File: src/rtl/core/nrmc_pkg.sv
// ----------------------------------------------------------------------------
// nrmc_pkg
// Shared types and constants for the RMC sentence parser: ASCII codes,
// register indexes, the captured digit store and the output record.
// ----------------------------------------------------------------------------
package nrmc_pkg;

    // ASCII codes seen by the parser
    localparam logic [7:0] CH_DOLLAR = 8'h24;
    localparam logic [7:0] CH_COMMA  = 8'h2C;
    localparam logic [7:0] CH_CR     = 8'h0D;
    localparam logic [7:0] CH_LF     = 8'h0A;
    localparam logic [7:0] CH_A      = 8'h41;
    localparam logic [7:0] CH_ZERO   = 8'h30;
    localparam logic [7:0] CH_NINE   = 8'h39;

    // Configuration register indexes
    localparam int CFG_IDX_W = 2;
    localparam logic [CFG_IDX_W-1:0] REG_SENTENCE_ID = 2'd0;
    localparam logic [CFG_IDX_W-1:0] REG_CENTURY     = 2'd1;

    localparam logic [23:0] SENTENCE_ID_RST = 24'h524D43;   // "RMC"
    localparam logic [13:0] CENTURY_RST     = 14'd2000;
    localparam logic [13:0] YEAR_MAX        = 14'd9999;

    // Digit slots: time 0..5, latitude 6..9, longitude 10..14, date 15..20
    localparam int NUM_SLOTS = 21;
    localparam int SLOT_W    = 5;

    localparam int TDATA_W = 80;

    typedef logic [NUM_SLOTS-1:0][3:0] digits_t;

    typedef struct packed {
        logic [15:0] longitude_arcmin;
        logic [12:0] latitude_arcmin;
        logic [13:0] year;
        logic [6:0]  month;
        logic [6:0]  day;
        logic [6:0]  second;
        logic [6:0]  minute;
        logic [6:0]  hour;
        logic        format_error;
        logic        fix_valid;
    } rec_t;

    // Two BCD-style digits to a binary value
    function automatic logic [6:0] two_dig(input logic [3:0] hi, input logic [3:0] lo);
        return ({3'b000, hi} * 7'd10) + {3'b000, lo};
    endfunction

endpackage

File: src/rtl/core/nrmc_record.sv
// ----------------------------------------------------------------------------
// nrmc_record
// Builds the output record from the captured digits, the status flags and
// the century base: two-digit values, arc-minute positions, saturated year.
// ----------------------------------------------------------------------------
module nrmc_record (
    input  nrmc_pkg::digits_t digits,
    input  logic [13:0]       century_base,
    input  logic              fix_valid,
    input  logic              format_error,
    output nrmc_pkg::rec_t    rec
);
    import nrmc_pkg::*;

    logic [6:0]  lat_deg, lat_min, lon_dd, lon_min, yy;
    logic [9:0]  lon_deg;
    logic [14:0] year_sum;

    // Position fields
    assign lat_deg  = two_dig(digits[6], digits[7]);
    assign lat_min  = two_dig(digits[8], digits[9]);
    assign lon_dd   = two_dig(digits[11], digits[12]);
    assign lon_min  = two_dig(digits[13], digits[14]);
    assign lon_deg  = ({6'd0, digits[10]} * 10'd100) + {3'd0, lon_dd};

    // Year with saturation
    assign yy       = two_dig(digits[19], digits[20]);
    assign year_sum = {1'b0, century_base} + {8'd0, yy};

    always_comb begin
        rec.hour             = two_dig(digits[0], digits[1]);
        rec.minute           = two_dig(digits[2], digits[3]);
        rec.second           = two_dig(digits[4], digits[5]);
        rec.day              = two_dig(digits[15], digits[16]);
        rec.month            = two_dig(digits[17], digits[18]);
        rec.year             = (year_sum > {1'b0, YEAR_MAX}) ? YEAR_MAX : year_sum[13:0];
        rec.latitude_arcmin  = ({6'd0, lat_deg} * 13'd60) + {6'd0, lat_min};
        rec.longitude_arcmin = ({6'd0, lon_deg} * 16'd60) + {9'd0, lon_min};
        rec.fix_valid        = fix_valid;
        rec.format_error     = format_error;
    end

endmodule

File: src/rtl/core/nmea_rmc_sentence_parser_top.sv
// ----------------------------------------------------------------------------
// nmea_rmc_sentence_parser_top
// NMEA 0183 RMC sentence parser: one received character per input beat,
// one time/date/position record per complete sentence.
// ----------------------------------------------------------------------------
// Usage:
//   s_* carries received characters, one per beat (s_tdata[7:0]).
//   m_* carries one record per sentence ended by CR LF; tdata holds the
//   time, date and position fields, tuser the fix and format error flags.
//   cfg_* writes the sentence id (index 0) and century base (index 1),
//   always ready; write only while no sentence is in flight.
//   A character is taken every cycle while s_tready is high. The record
//   is registered when the LF beat is accepted and appears on m_* from the
//   output register. Parsing state updates in a single registered pass per
//   character; the record arithmetic sits between the digit store and the
//   output register.
//   If the receiver stalls, one further record can be held in a skid
//   register; s_tready drops only while that skid register is full.
//   Synchronous active-low reset returns the parser to hunting for '$',
//   empties the output and restores the default registers ("RMC", 2000).
// ----------------------------------------------------------------------------
module nmea_rmc_sentence_parser_top #(
    parameter int MAX_SENTENCE_LEN = 128
) (
    input  logic                             aclk,
    input  logic                             aresetn,
    // input channel
    input  logic                             s_tvalid,
    output logic                             s_tready,
    input  logic [7:0]                       s_tdata,    // [7:0] rx_byte
    // result channel
    output logic                             m_tvalid,
    input  logic                             m_tready,
    // [6:0] hour, [13:7] minute, [20:14] second, [27:21] day,
    // [34:28] month, [48:35] year, [61:49] latitude_arcmin,
    // [77:62] longitude_arcmin, [79:78] zero
    output logic [nrmc_pkg::TDATA_W-1:0]     m_tdata,
    output logic [1:0]                       m_tuser,    // [0] fix_valid, [1] format_error
    // configuration write channel
    input  logic                             cfg_valid,
    output logic                             cfg_ready,
    input  logic [nrmc_pkg::CFG_IDX_W-1:0]   cfg_index,
    input  logic [23:0]                      cfg_data
);
    import nrmc_pkg::*;

    localparam int POS_W = $clog2(MAX_SENTENCE_LEN + 1);
    localparam logic [POS_W-1:0] POS_MAX = POS_W'(MAX_SENTENCE_LEN);
    localparam logic [POS_W-1:0] POS_ID_LAST = POS_W'(5);

    // Parse phases
    localparam logic [1:0] PH_WAIT = 2'd0;
    localparam logic [1:0] PH_ID   = 2'd1;
    localparam logic [1:0] PH_BODY = 2'd2;

    // Configuration
    logic [23:0] sentence_id_reg;
    logic [13:0] century_reg;

    // Parser state
    logic [1:0]       phase_reg, phase_next;
    logic [POS_W-1:0] pos_reg, pos_next;
    logic [3:0]       comma_reg, comma_next;
    logic [2:0]       fci_reg, fci_next;
    logic             last_cr_reg, last_cr_next;
    logic [23:0]      id_shift_reg, id_shift_next;
    digits_t          digits_reg, digits_next;
    logic             fix_reg, fix_next;
    logic             err_reg, err_next;

    // Output register and skid register
    rec_t out_reg, out_next, skid_reg, skid_next;
    logic out_valid_reg, out_valid_next, skid_valid_reg, skid_valid_next;

    logic        s_acc, pop, emit, is_digit;
    logic [3:0]  fld_count;
    logic [SLOT_W-1:0] fld_base, slot;
    rec_t        rec;

    assign s_tready  = ~skid_valid_reg;
    assign s_acc     = s_tvalid & s_tready;
    assign pop       = out_valid_reg & m_tready;
    assign cfg_ready = 1'b1;

    assign m_tvalid = out_valid_reg;
    assign m_tdata  = {2'b00, out_reg.longitude_arcmin, out_reg.latitude_arcmin,
                       out_reg.year, out_reg.month, out_reg.day, out_reg.second,
                       out_reg.minute, out_reg.hour};
    assign m_tuser  = {out_reg.format_error, out_reg.fix_valid};

    // Capture field layout for the current comma count
    always_comb begin
        unique case (comma_reg)
            4'd1:    begin fld_base = SLOT_W'(0);  fld_count = 4'd6; end
            4'd3:    begin fld_base = SLOT_W'(6);  fld_count = 4'd4; end
            4'd5:    begin fld_base = SLOT_W'(10); fld_count = 4'd5; end
            4'd9:    begin fld_base = SLOT_W'(15); fld_count = 4'd6; end
            default: begin fld_base = SLOT_W'(0);  fld_count = 4'd0; end
        endcase
    end

    assign slot     = fld_base + {2'b00, fci_reg};
    assign is_digit = (s_tdata >= CH_ZERO) && (s_tdata <= CH_NINE);

    // Per-character parser update
    always_comb begin
        phase_next    = phase_reg;
        pos_next      = pos_reg;
        comma_next    = comma_reg;
        fci_next      = fci_reg;
        last_cr_next  = last_cr_reg;
        id_shift_next = id_shift_reg;
        digits_next   = digits_reg;
        fix_next      = fix_reg;
        err_next      = err_reg;
        emit          = 1'b0;

        if (s_acc) begin
            if (phase_reg != PH_ID && phase_reg != PH_BODY) begin
                // hunting for the start character
                phase_next = PH_WAIT;
                if (s_tdata == CH_DOLLAR) begin
                    phase_next    = PH_ID;
                    pos_next      = POS_W'(1);
                    comma_next    = 4'd0;
                    fci_next      = 3'd0;
                    last_cr_next  = 1'b0;
                    id_shift_next = 24'd0;
                    digits_next   = '0;
                    fix_next      = 1'b0;
                    err_next      = 1'b0;
                end
            end else if (pos_reg >= POS_MAX) begin
                // overlong sentence: drop it
                phase_next = PH_WAIT;
            end else begin
                pos_next = pos_reg + POS_W'(1);
                if (phase_reg == PH_ID) begin
                    id_shift_next = {id_shift_reg[15:0], s_tdata};
                    if (pos_reg == POS_ID_LAST)
                        phase_next = (id_shift_next == sentence_id_reg) ? PH_BODY : PH_WAIT;
                end else if (last_cr_reg && s_tdata == CH_LF) begin
                    // end of sentence
                    emit         = 1'b1;
                    if (comma_reg < 4'd9)
                        err_next = 1'b1;
                    phase_next   = PH_WAIT;
                    last_cr_next = 1'b0;
                end else begin
                    last_cr_next = (s_tdata == CH_CR);
                    if (s_tdata == CH_COMMA) begin
                        if ({1'b0, fci_reg} < fld_count)
                            err_next = 1'b1;
                        if (comma_reg != 4'd15)
                            comma_next = comma_reg + 4'd1;
                        fci_next = 3'd0;
                    end else begin
                        if (comma_reg == 4'd2 && fci_reg == 3'd0 && s_tdata == CH_A)
                            fix_next = 1'b1;
                        if ({1'b0, fci_reg} < fld_count) begin
                            for (int i = 0; i < NUM_SLOTS; i++) begin
                                if (slot == SLOT_W'(i))
                                    digits_next[i] = is_digit ? s_tdata[3:0] : 4'd0;
                            end
                            if (!is_digit)
                                err_next = 1'b1;
                        end
                        if (fci_reg != 3'd7)
                            fci_next = fci_reg + 3'd1;
                    end
                end
            end
        end
    end

    // Record arithmetic from the current digits and final flags
    nrmc_record u_record (
        .digits       (digits_reg),
        .century_base (century_reg),
        .fix_valid    (fix_reg),
        .format_error (err_next),
        .rec          (rec)
    );

    // Output register with one-deep skid
    always_comb begin
        out_next        = out_reg;
        out_valid_next  = out_valid_reg;
        skid_next       = skid_reg;
        skid_valid_next = skid_valid_reg;
        if (!out_valid_reg || pop) begin
            if (skid_valid_reg) begin
                out_next        = skid_reg;
                out_valid_next  = 1'b1;
                skid_valid_next = 1'b0;
            end else begin
                out_next       = rec;
                out_valid_next = emit;
            end
        end else if (emit) begin
            skid_next       = rec;
            skid_valid_next = 1'b1;
        end
    end

    // Control and configuration registers
    always_ff @(posedge aclk) begin
        if (!aresetn) begin
            sentence_id_reg <= SENTENCE_ID_RST;
            century_reg     <= CENTURY_RST;
            phase_reg       <= PH_WAIT;
            pos_reg         <= '0;
            comma_reg       <= 4'd0;
            fci_reg         <= 3'd0;
            last_cr_reg     <= 1'b0;
            fix_reg         <= 1'b0;
            err_reg         <= 1'b0;
            out_valid_reg   <= 1'b0;
            skid_valid_reg  <= 1'b0;
        end else begin
            if (cfg_valid && cfg_ready) begin
                if (cfg_index == REG_SENTENCE_ID)
                    sentence_id_reg <= cfg_data;
                else if (cfg_index == REG_CENTURY)
                    century_reg <= cfg_data[13:0];
            end
            phase_reg      <= phase_next;
            pos_reg        <= pos_next;
            comma_reg      <= comma_next;
            fci_reg        <= fci_next;
            last_cr_reg    <= last_cr_next;
            fix_reg        <= fix_next;
            err_reg        <= err_next;
            out_valid_reg  <= out_valid_next;
            skid_valid_reg <= skid_valid_next;
        end
    end

    // Payload registers
    always_ff @(posedge aclk) begin
        id_shift_reg <= id_shift_next;
        digits_reg   <= digits_next;
        out_reg      <= out_next;
        skid_reg     <= skid_next;
    end

endmodule
File: config.mk
export PLATFORM = sky130hd
export DESIGN_NAME = nmea_rmc_sentence_parser_top
export DESIGN_NICKNAME = d
export VERILOG_FILES = /design/src/rtl/core/nrmc_pkg.sv /design/src/rtl/core/nrmc_record.sv /design/src/rtl/core/nmea_rmc_sentence_parser_top.sv
export SDC_FILE = /design/constraint.sdc
export NUM_CORES = 1
export LEC_CHECK = 0
export ABC_CLOCK_PERIOD_IN_PS = 14750
export BUFFER_PORTS_ARGS = -buffer_cell sky130_fd_sc_hd__buf_2
export CORE_UTILIZATION = 55
export DETAILED_ROUTE_END_ITERATION = 6
export PLACE_DENSITY = 0.84
export SLEW_MARGIN = 10
export SYNTH_ARGS = -nofsm -noshare
export SYNTH_HDL_FRONTEND = slang
export SYNTH_SLANG_ARGS = --single-unit
export TNS_END_PERCENT = 10
File: constraint.sdc
create_clock -name aclk -period 14.75 [get_ports aclk]
set_clock_uncertainty 0.15 [all_clocks]
set_input_delay 2.2125 -clock aclk [delete_from_list [all_inputs] [get_ports aclk]]
set_output_delay 2.2125 -clock aclk [all_outputs]
set_load 0.005 [all_outputs]
==> impl_metrics.env <==
export IMPL_setup_tns_ns=0
export IMPL_portBuffers=120
export IMPL_hold_class="flop to flop"
export IMPL_floorplan_core_area_mm2=0.03156
export IMPL_synthesis_instances=1520
export IMPL_totalWireLength_mm=33.88
export IMPL_run_status="finished clean"
export IMPL_p_comb_share_pct=2.2
export IMPL_post_drt_via_cell_ratio=5.524
export IMPL_setup_viol=0
export IMPL_global_route_overflow_total=0
export IMPL_area_delta_synth_final_pct=12.00
export IMPL_detailroute_wirelength_met3_mm=1.697
export IMPL_detailedRoute_firstPassIterationCount=4
export IMPL_largest_register_ffs=84
export IMPL_detailedRoute_firstIterationViolations=810
export IMPL_yosys_warnings=0
export IMPL_finalCoreUtilization_pct=62.46
export IMPL_grt_use_total_pct=21.09
export IMPL_cts_max_path_buffers=3
export IMPL_place_gp_congestion=0.8821
export IMPL_p_sw_mw=0.3757
export IMPL_vias=11424
export IMPL_synth_area_mm2=0.01760
export IMPL_drive_above_1_share_pct=14.47
export IMPL_timing_final_crit_period_ns=6.684
export IMPL_nets=1871
export IMPL_initial_utilization_pct=55.77
export IMPL_power_sequential_fraction_pct=52.7
export IMPL_post_cts_resized_instances=0
export IMPL_power_leakage_nw=8.713
export IMPL_numCtsBuffers=34
export IMPL_path_class="flop to flop"
export IMPL_die_area_mm2=0.03271
export IMPL_p_clk_share_pct=45.1
export IMPL_ctsHtreeMaxLevel=2
export IMPL_met2_length_mm=16.90
export IMPL_cts_stage_hold_buffer_count=0
export IMPL_per_instance_average_area_after_synthesis_um2=11.58
export IMPL_final_min_period_over_clock_period_pct=45.31
export IMPL_synth_yosys_seq_area_share_pct=51.19
export IMPL_report_final_slew_viol_count=0
export IMPL_ioPinCount=124
export IMPL_reg2reg_setup_slack_ns=8.07
export IMPL_clock_latency_ns=0.53
export IMPL_commonest_non_fill_non_tap_cell_in_the_layout="sky130_fd_sc_hd__edfxtp_1"
export IMPL_clkTransAtPathRegs_ns=0.06
export IMPL_power_density_mw_per_mm2=93.83
export IMPL_insertedDiodeCount=0
export IMPL_yosysUniqueCellTypes=71
export IMPL_ant_nets=0
export IMPL_cp_data_required_time_ns=14.96
export IMPL_initial_antenna_violation_count=0
export IMPL_postSynthRegisterBits=320
export IMPL_clock_sink_count=320
export IMPL_row_count=65
export IMPL_route_layer_met1_wl_mm=14.41
export IMPL_max_vdd_ir_drop_uv=93.23
export IMPL_max_cap_violations=0
export IMPL_switching_share_pct=20.32
export IMPL_ys_dominant_reg_cell="sky130_fd_sc_hd__edfxtp_1"
export IMPL_first_global_vias=11637
export IMPL_grt_max_degree=84
export IMPL_ctsRootBufferMaster="sky130_fd_sc_hd__clkbuf_16"
export IMPL_postCtsSetupRepairBufs=0
export IMPL_dp_hpwl_mm=23.72
export IMPL_cell_internal_pwr_mw=1.474
export IMPL_chipWidth_um=180.9
export IMPL_max_freq_mhz=149.6
export IMPL_top_layer_reached_by_signal_wires="met4"
export IMPL_synth_edff_count=260
export IMPL_route_detailed_wl_per_inst_um=16.38
export IMPL_detail_route_drc_violations=0
export IMPL_rsz0062_at_grt="no"
export IMPL_path_max_fanout=6
export IMPL_slew_headroom_pct=23.60
export IMPL_ff2ff_path_depth=23
export IMPL_worstMarginPinSlew_ns=1.146
export IMPL_worst_setup_path_start_kind="flop"
export IMPL_worst_ep_arrival_time_ns=6.89
export IMPL_synth_async_reset_ratio_pct=0
export IMPL_timing_critical_path_to_type="flop"
export IMPL_tritoncts="done"
export IMPL_grt_first_pass_wirelength_mm=55.95
export IMPL_layout_common_cells="260 x sky130_fd_sc_hd__edfxtp_1, 189 x sky130_fd_sc_hd__nand2_1, 139 x sky130_fd_sc_hd__ha_1"
export IMPL_die_y_um=180.9
export IMPL_hold_path_cell_count=0
export IMPL_timing_hold_violations_final=0
worst paths after layout:
| check | end | startpoint |
|---|---|---|
| setup / recovery | m_tdata[77] | digits_reg[45] |
| hold / removal | skid_reg[30] | digits_reg[72] |
| setup reg to reg | m_tdata[77] | digits_reg[45] |
| hold reg to reg | skid_reg[30] | digits_reg[72] |
layer usage:
layer | vias to the layer above | track usage [%]
li1 | 5532 | -
met1 | 5516 | 26.52
met2 | 310 | 37.39
met3 | 66 | 2.983
met4 | 0 | 6.838
met5 | - | 0
synth_stat cells (24+ instances only):
library cell	n	area, um^2
sky130_fd_sc_hd__clkbuf_1	34	127.6
sky130_fd_sc_hd__a21boi_0	25	187.7
sky130_fd_sc_hd__a21o_1	24	180.2
sky130_fd_sc_hd__xnor2_1	106	928.4
sky130_fd_sc_hd__inv_1	126	473.0
sky130_fd_sc_hd__edfxtp_1	260	7807
sky130_fd_sc_hd__dfxtp_1	60	1201
sky130_fd_sc_hd__nor2b_1	40	250.2
sky130_fd_sc_hd__nor2_1	91	341.6
sky130_fd_sc_hd__o21ai_0	26	130.1
sky130_fd_sc_hd__nand2_1	189	709.4
sky130_fd_sc_hd__nand3_1	29	145.1
sky130_fd_sc_hd__fa_1	50	1001
sky130_fd_sc_hd__mux2_2	44	495.5
sky130_fd_sc_hd__ha_1	139	1739
sky130_fd_sc_hd__a21oi_1	62	310.3
sky130_fd_sc_hd__xor2_1	36	315.3
critical path: stages, from the launching register on:
cell,delay (ns)
sky130_fd_sc_hd__edfxtp_1,0.44
sky130_fd_sc_hd__ha_1,0.33
sky130_fd_sc_hd__ha_1,0.20
sky130_fd_sc_hd__inv_1,0.07
sky130_fd_sc_hd__fa_1,0.44
sky130_fd_sc_hd__xor2_1,0.18
sky130_fd_sc_hd__ha_1,0.32
sky130_fd_sc_hd__inv_1,0.07
sky130_fd_sc_hd__o21bai_1,0.17
sky130_fd_sc_hd__a21oi_1,0.12
sky130_fd_sc_hd__xnor2_1,0.58
sky130_fd_sc_hd__xnor2_1,0.16
sky130_fd_sc_hd__ha_1,0.31
sky130_fd_sc_hd__inv_1,0.06
sky130_fd_sc_hd__fa_1,0.50
sky130_fd_sc_hd__inv_1,0.04
sky130_fd_sc_hd__ha_1,0.22
sky130_fd_sc_hd__or4_1,0.53
sky130_fd_sc_hd__o22ai_1,0.24
sky130_fd_sc_hd__xor2_1,0.17
sky130_fd_sc_hd__or3b_4,0.44
sky130_fd_sc_hd__or4_4,0.43
sky130_fd_sc_hd__a21o_1,0.21
sky130_fd_sc_hd__a31oi_1,0.16
kinds of logic after synthesis:
kind of cell | Yosys count | synth area share (%)
AND/OR/NAND/NOR | 440 | 11.75
XOR/XNOR | 142 | 7.068
AO/OA/AOI/OAI | 212 | 7.757
buffers and inverters | 169 | 3.690
other | 2 | 0.04268
multiplexers | 46 | 2.929
adder cells (fa/ha/maj) | 189 | 15.57
flip-flops | 320 | 51.19
stage by stage:
step	std cells	hold slack (ns)	total power [mW]	setup WS (ns)	area, um^2
finish	2068	0.3083	1.849	8.066	19710
global route	2068	0.3283	1.904	7.721	19710
CTS	2068	0.2945	1.864	8.090	19710
detailed placement	2009	0.2963	1.035	8.123	18620
global placement	2009	0.2828	1.033	8.489	18620
floorplan	1521	0.2722	1.019	1.928	17600
power groups by stage:
stage | registers [mW] | clock network, mW | logic, mW
CTS | 0.975 | 0.848 | 0.0404
global route | 0.975 | 0.883 | 0.0451
floorplan | 0.994 | 0 | 0.0250
finish | 0.975 | 0.834 | 0.0405
detailed placement | 0.995 | 0 | 0.0402
global placement | 0.994 | 0 | 0.0391
area by class of cell:
class / count / area (um^2)
Fill cell: 2363 / 11850
Clock inverter: 15 / 122.6
Clock buffer: 44 / 970.9
Multi-Input combinational cell: 1032 / 7965
Inverter: 127 / 476.7
Sequential cell: 320 / 9010
Timing Repair Buffer: 128 / 660.6
Tap cell: 402 / 503.0
No activity file was read; power rests on OpenSTA's default activity.
